`src/design/rkl_pkg.sv`:
```
package rkl_pkg;

	localparam int VALUE_W       = 11;
	localparam int COUNT_W       = 11;
	localparam int K_W           = 11;
	localparam int MAX_VALUE_DEF = 1024;
	localparam int EPOCH_W       = 8;

	// read address select for the seen-map RAM
	localparam logic [1:0] RD_ITEM  = 2'd0;
	localparam logic [1:0] RD_VALUE = 2'd1;
	localparam logic [1:0] RD_WALK  = 2'd2;

	typedef struct packed {
		logic       accept;
		logic       clr_en;
		logic [1:0] rd_sel;
		logic       check;
		logic       walk_step;
		logic       walk_done;
		logic       load_out;
	} cmd_t;

	typedef struct packed {
		logic restart_wrap;
		logic clr_last;
		logic in_range;
		logic seen;
		logic fill;
		logic fill_result;
		logic need_walk;
		logic p_at_v;
		logic out_free;
	} sts_t;

endpackage

```
`src/design/rkl_ctrl.sv`:
```
module rkl_ctrl (
	input  logic         clk,
	input  logic         arst_n,
	input  logic         item_valid,
	output logic         item_ready,
	input  rkl_pkg::sts_t sts,
	output rkl_pkg::cmd_t cmd
);
	import rkl_pkg::*;

	localparam logic [2:0] S_CLEAR    = 3'd0;
	localparam logic [2:0] S_IDLE     = 3'd1;
	localparam logic [2:0] S_LOOKUP   = 3'd2;
	localparam logic [2:0] S_CHECK    = 3'd3;
	localparam logic [2:0] S_WALK_RD  = 3'd4;
	localparam logic [2:0] S_WALK_CHK = 3'd5;
	localparam logic [2:0] S_EMIT     = 3'd6;

	logic [2:0] state_q, state_d;
	logic       from_item_q, from_item_d;

	always_ff @(posedge clk or negedge arst_n) begin
		if (!arst_n) begin
			state_q     <= S_CLEAR;
			from_item_q <= 1'b0;
		end else begin
			state_q     <= state_d;
			from_item_q <= from_item_d;
		end
	end

	always_comb begin
		cmd         = '0;
		cmd.rd_sel  = RD_ITEM;
		item_ready  = 1'b0;
		state_d     = state_q;
		from_item_d = from_item_q;
		unique case (state_q)
			S_CLEAR: begin
				cmd.clr_en = 1'b1;
				if (sts.clr_last) begin
					state_d     = from_item_q ? S_LOOKUP : S_IDLE;
					from_item_d = 1'b0;
				end
			end
			S_IDLE: begin
				item_ready = 1'b1;
				if (item_valid) begin
					cmd.accept = 1'b1;
					if (sts.restart_wrap) begin
						// tag space used up: sweep the map, then look the item up
						state_d     = S_CLEAR;
						from_item_d = 1'b1;
					end else begin
						state_d = S_CHECK;
					end
				end
			end
			S_LOOKUP: begin
				cmd.rd_sel = RD_VALUE;
				state_d    = S_CHECK;
			end
			S_CHECK: begin
				if (!sts.in_range || sts.seen) begin
					state_d = S_IDLE;
				end else begin
					cmd.check = 1'b1;
					if (sts.need_walk) begin
						state_d = S_WALK_RD;
					end else if (sts.fill && !sts.fill_result) begin
						state_d = S_IDLE;
					end else if (sts.out_free) begin
						cmd.load_out = 1'b1;
						state_d      = S_IDLE;
					end else begin
						state_d = S_EMIT;
					end
				end
			end
			S_WALK_RD: begin
				cmd.rd_sel = RD_WALK;
				if (sts.p_at_v) begin
					cmd.walk_done = 1'b1;
					if (sts.out_free) begin
						cmd.load_out = 1'b1;
						state_d      = S_IDLE;
					end else begin
						state_d = S_EMIT;
					end
				end else begin
					state_d = S_WALK_CHK;
				end
			end
			S_WALK_CHK: begin
				if (sts.seen) begin
					cmd.walk_done = 1'b1;
					if (sts.out_free) begin
						cmd.load_out = 1'b1;
						state_d      = S_IDLE;
					end else begin
						state_d = S_EMIT;
					end
				end else begin
					cmd.walk_step = 1'b1;
					state_d       = S_WALK_RD;
				end
			end
			S_EMIT: begin
				if (sts.out_free) begin
					cmd.load_out = 1'b1;
					state_d      = S_IDLE;
				end
			end
			default: begin
				state_d = S_CLEAR;
			end
		endcase
	end

endmodule

```
`config.mk`:
```
export PLATFORM = sky130hd
export DESIGN_NAME = rkl_ctrl
export DESIGN_NICKNAME = d
export VERILOG_FILES = /design/src/design/rkl_pkg.sv /design/src/design/rkl_ctrl.sv
export SDC_FILE = /design/constraint.sdc
export NUM_CORES = 1
export LEC_CHECK = 0
export ABC_CLOCK_PERIOD_IN_PS = 2100
export BUFFER_PORTS_ARGS = -buffer_cell sky130_fd_sc_hd__buf_2
export CAP_MARGIN = 20
export CORE_AREA = 2 2 39 41
export DETAILED_ROUTE_END_ITERATION = 8
export DIE_AREA = 0 0 41 43
export HOLD_SLACK_MARGIN = 0.06
export PLACE_DENSITY = 0.59
export SYNTH_ARGS = -nofsm -noshare
export SYNTH_HDL_FRONTEND = slang
export SYNTH_SLANG_ARGS = --single-unit
```
`constraint.sdc`:
```
create_clock -name clk -period 2.1 [get_ports clk]
set_clock_uncertainty 0.1 [all_clocks]
set_input_delay 0.42 -clock clk [delete_from_list [all_inputs] [get_ports clk]]
set_output_delay 0.42 -clock clk [all_outputs]
set_load 0.02 [all_outputs]
```
==> results by group, run 1 <==
STA
  • Final Slew Violations: 0
  • Final Hold Fails: 0
  • Worst Hold Slack: 0.380 ns
  • Final setup fails: 0
  • Relative slew slack: approximately 80%
  • Least-Margin Pin Slew: 0.294 ns
  • Post-route minimum period: around 2.0 ns
  • Final Cycle Share: between 90% and 100%
  • Fmax: about 510 MHz

Floorplan
  • Initial core utilization: a little under a third
  • Core Box Area: roughly 0.0014 mm2
  • Full die area: 0.00176 mm2
  • I/O pins: 21
  • Die H: around 43 um
  • Die width: 41 um
  • Rows: 14

Clock network
  • Reg clk slew, reported paths: 0.04 ns
  • Worst-Skew Late Latency: between 0.2 and 0.25 ns
  • Clk sinks: 4
  • H-tree levels: 1
  • Clock tree root driver cell: clkbuf_4
  • CTS tree: built
  • CTS Buf Count: 3
  • Clk buf depth: 2

Pwr
  • Leak: 0.284 nW
  • Total power: around 0.75 mW
  • Maximum VDD drop: 0.000603 V
  • Power Density: about 1200 mW/mm2

Worst setup path
  • Crit Path Class: flip-flop to primary output
  • Critical Path Sink Type: primary output
  • Worst r2r src: state_q[2]
  • R2R Setup Slk: about 0.42 ns
  • Worst Path Max Fanout: 8
  • Worst path required time: 1.58 ns
  • CP Data Arrival Time: between 1 and 1.5 ns
  • Crit path from: state_q[1]
  • CP startpoint kind: flip-flop

Route
  • Via count: roughly 540
  • Routed WL: 1180 um
  • Routed Antenna Nets: 0
  • DRC: 0
  • Drt pass-1 iters: 4
  • Vias per cell: ~5.2
  • Routed WL per cell: 11.4 um
  • Drt initial violations: 16

Cells and area
  • Most frequent cells in the layout: buf_2, nor2_1, buf_4
  • Nets: between 100 and 150
  • Fraction of layout cells with a size suffix above 1: 38.6%
  • ANT cells: 0
  • Commonest non-fill, non-tap cell in the layout: buf_2
  • Syn-to-layout area delta: 47.1%

Global route
  • Vias in the first global route: 439
  • Largest net degree at the start of global routing: 16
  • Initial antenna violation count: 0
  • First-pass GRT wire length: 1770 um
  • GRT Resource Usage Total: approximately 15%
  • Total gr overflow: 0

Job
  • Max Cap Viol: 0

Logic synthesis
  • Main synth FF type: dfrtp_1
  • Syn_nets: 73
  • Syn. warnings: 0
  • Area of the mapped netlist: 428 um2
  • Yosys reg bits: 4
  • Post-Syn Instances: 61
  • Post-synth ARST share: 100%
  • Syn_area_per_cell: roughly 7.0 um2
  • Unique cell type count in the Yosys netlist: 27
  • EDFF count, synth: 0
  • Sequential fraction of the synthesis area: 23.4%

Placed design
  • Post-DP HPWL: about 860 um
  • Port bufs: 20
  • Routability-driven placement congestion ratio: between 0.7 and 0.8

Hold path
  • Hold wc startpoint: sts[2]
  • Worst min-delay path category: input port to flip-flop

Run status
  • Status: finished, final reports clean
==> where the power goes <==
| group | internal (mW) | switching (mW) |
|---|---|---|
| sequential | 0.111 | 0.0456 |
| clock | 0.0640 | 0.0328 |
| combinational | 0.214 | 0.279 |
==> cell usage after synthesis, types with 2 or more instances <==
cell type | count | share of area, %
inv_1 | 3 | 2.6
a21oi_1 | 5 | 5.8
clkbuf_1 | 3 | 2.6
nand2b_1 | 3 | 4.4
nor3_1 | 4 | 4.7
a22oi_1 | 2 | 3.5
nand2_1 | 3 | 2.6
nor2_1 | 9 | 7.9
o21ai_0 | 6 | 7.0
dfrtp_1 | 4 | 23
nor2b_1 | 3 | 4.4
==> routing by layer <==
| layer | global-route usage, % | share of wire (%) | vias to the layer above |
|---|---|---|---|
| met5 | 0 | 0 | - |
| met2 | 19.4 | 46 | 16 |
| met3 | 4.71 | 5.2 | 0 |
| met1 | 20.2 | 49 | 249 |
| met4 | 8.00 | 0 | 0 |
| li1 | - | - | 279 |
==> per-stage QoR <==
stage	instance area (um2)	setup WS, ns	utilization, %	TNS (ns)	cells
2_1_floorplan	428	0.0727	-	0	61
3_3_place_gp	559	0.302	40.4	0	97
3_5_place_dp	559	0.231	40.4	0	97
4_1_cts	592	0.0208	42.8	0	101
5_1_grt	629	-0.0173	45.5	-0.0173	104
6_report	629	0.134	45.5	0	104
==> final timing paths <==
kind | endpoint | cells past startpoint
max in group asynchronous | state_q[0] | 2
min in group asynchronous | from_item_q | 2
worst max register to register | state_q[0] | 5
worst max-delay path | cmd[0] | 6
worst min-delay path | state_q[2] | 3
worst min register to register | from_item_q | 2
==> timing repair <==
item,CTS,global route
hold buffers,1,0
setup buffers,0,3
resized for setup,0,6
endpoints found under the setup margin,0,1
hold endpoints to repair,4,0
==> worst max-delay path, stage by stage (launching register included) <==
cell,delay (ns)
dfrtp_2,0.44
buf_6,0.15
nand3b_1,0.17
o21ai_1,0.10
a22oi_1,0.08
nor2b_1,0.12
buf_4,0.15
==> cell type report <==
type	count	area (um2)
clock buffers	3	22.5
fillers	142	754
inverters	3	11.3
multi-input cells	51	312
flip-flops and latches	4	103
well taps	16	20.0
repair buffers	27	161
==> flip-flops by register name, indices dropped and copies added (netlist names) <==
register,count
state_q,3
from_item_q,1
==> kinds of logic after synthesis <==
| family | synth area share (%) |
|---|---|
| compound gates | 33.0 |
| buf+inv | 5.26 |
| flops | 23.4 |
| simple gates | 38.3 |
Note: power is estimated with default switching activity, not from simulation.
==> inputs of run 2 (changes only) <==
==> constraint.sdc (replaced) <==
create_clock -name clk -period 2.1 [get_ports clk]
set_clock_uncertainty 0.1 [all_clocks]
set_input_delay 0.525 -clock clk [delete_from_list [all_inputs] [get_ports clk]]
set_output_delay 0.525 -clock clk [all_outputs]
set_load 0.02 [all_outputs]
==> run 2 against run 1 <==
- highest routed layer unchanged
- via count is 1.3% lower
- clock-buffer cell count stayed put
- setup slack worse by 0.030 ns
- flip-flop and latch count stayed put
- largest cell class unchanged
- cell area is 0.40% lower
- utilization is 0.18 points lower
- first-iteration DRC count is 69% lower
- critical path type unchanged
==> results by group, run 2 (same netlist as run 1, synthesis figures left out) <==
Run status
  • Status: finished, final reports clean

Placed design
  • Post-DP HPWL: around 870 um
  • Placement Cell Area: ~580 um2
  • Post-placement cell count: slightly below 100
  • Routability-driven placement congestion ratio: approximately 0.83
  • Port bufs: 20

Cells and area
  • Filler instances: roughly 160
  • Most frequent cells in the layout: buf_2, nor2_1, o21ai_0, a21oi_1, nor3_1
  • Syn-to-layout area delta: 46.5%
  • Fin cells: around 100
  • Top flop regs: state_q x3, from_item_q x1
  • Nets: 100
  • Final instance area: roughly 630 um2
  • Largest register FFs: 3
  • Top reg by flops: state_q
  • Commonest non-fill, non-tap cell in the layout: buf_2
  • ANT cells: 0
  • Fraction of layout cells with a size suffix above 1: roughly 41%

Global route
  • Met3 usage: 3.14%
  • Total gr overflow: 0
  • Largest net degree at the start of global routing: 17
  • First-pass GRT wire length: 1810 um
  • Vias in the first global route: around 470
  • Met1 GRT Util: 19.8%
  • Grt peak-use layer: met2
  • GRT Resource Usage Total: 15.1%
  • Initial antenna violation count: 0
  • Routing usage on met2: 21.3%

Clock network
  • Clock tree root driver cell: clkbuf_4
  • Post-CTS setup buffers: 0
  • Clk sinks: 4
  • CTS Buf Count: 3
  • H-tree levels: 1
  • CTS tree: built
  • Reg clk slew, reported paths: roughly 0.04 ns
  • Clk buf depth: 2
  • Worst-Skew Late Latency: between 0.2 and 0.25 ns

Route
  • Vias per cell: between 5 and 6
  • DRC: 0
  • Drt pass-1 iters: 2
  • Drt initial violations: 5
  • Routed WL per cell: 11.8 um
  • Routed Antenna Nets: 0
  • Via count: between 500 and 600
  • Routed WL: between 1000 and 1500 um

STA
  • RSZ-0062 raised after global routing: false
  • Relative slew slack: about four fifths
  • Final Hold Fails: 0
  • Post-route minimum period: 2.00 ns
  • Fin Setup TNS: 0 ns
  • Final setup fails: 0
  • Final Slew Violations: 0
  • Final Cycle Share: between 90 and 100%
  • Fmax: about 500 MHz
  • Least-Margin Pin Slew: 0.297 ns

Worst setup path
  • Worst Path Max Fanout: 3
  • Worst r2r src: state_q[1]
  • R2R depth: 5
  • Worst path required time: about 1.5 ns
  • CP Data Arrival Time: approximately 1.4 ns
  • R2R Setup Slk: 0.35 ns
  • Critical Path Sink Type: primary output
  • Worst r2r dst: state_q[0]
  • Crit Path Class: flip-flop to primary output
  • CP startpoint kind: flip-flop

Floorplan
  • Initial core utilization: approximately 30%
  • Die H: ~43 um
  • Core Box Area: roughly 0.0014 mm2
  • Die width: slightly above 40 um
  • I/O pins: 21
  • Full die area: around 0.0018 mm2
  • Rows: 14

Hold path
  • Worst min-delay path category: flip-flop to flip-flop
  • Hold Path Stages: 2
  • Hold wc startpoint: from_item_q
  • Worst Hold End: from_item_q

Job
  • Max Cap Viol: 0

Pwr
  • Leak: 0.277 nW
  • Maximum VDD drop: approximately 0.00056 V
  • Power Density: between 1000 and 1500 mW/mm2
-- run 2: how the worst max path moves through the flow --
stage              to       start  slack [ns]
6_report       cmd[0]  state_q[2]        0.10
5_1_grt        cmd[0]  state_q[2]        0.02
4_1_cts        cmd[0]  state_q[2]        0.04
3_5_place_dp   cmd[0]      sts[5]        0.11
3_3_place_gp   cmd[0]      sts[5]        0.12
2_1_floorplan  cmd[0]      sts[6]        0.07
-- run 2: where the power goes --
group | leakage [nW] | switching [mW] | internal [mW]
Clock | 0.0138 | 0.0301 | 0.0638
Combinational | 0.214 | 0.305 | 0.217
Sequential | 0.0491 | 0.0301 | 0.110
Total | 0.277 | 0.365 | 0.390
-- run 2: per-stage QoR --
step | total power [mW] | worst slack [ns] | utilization [%] | hold WS [ns]
global route | 0.829 | 0.0165 | 45.3 | 0.507
floorplan | 0.484 | 0.0746 | - | 0.129
detailed placement | 0.629 | 0.109 | 41.6 | 0.232
global placement | 0.632 | 0.121 | 41.6 | 0.230
CTS | 0.730 | 0.0367 | 43.9 | 0.470
finish | 0.755 | 0.104 | 45.3 | 0.462
-- run 2: cell type report --
cell class / count / area, um2 / area share [%]
clock buffer: 3 / 22.5 / 3.59
timing repair buffer: 25 / 150 / 24.0
tap: 16 / 20.0 / 3.19
sequential: 4 / 101 / 16.2
inverter: 3 / 11.3 / 1.80
multi-input combinational: 51 / 322 / 51.3
-- run 2: timing repair --
action,CTS,global route
endpoints found under the setup margin,0,1
hold buffers,1,0
resized for setup,0,8
endpoints found under the hold margin,4,0
-- run 2: worst max-delay path, cell delays in order (launching register included) --
cell,delay [ns]
dfrtp_1,0.36
nand2b_2,0.22
nor3b_4,0.21
a22oi_2,0.10
nor2b_2,0.11
buf_4,0.14
-- run 2: layer usage --
layer	vias up	share of wire, %
li1	279	-
met1	248	47
met2	10	51
met3	0	2.4
met4	0	0
met5	-	0
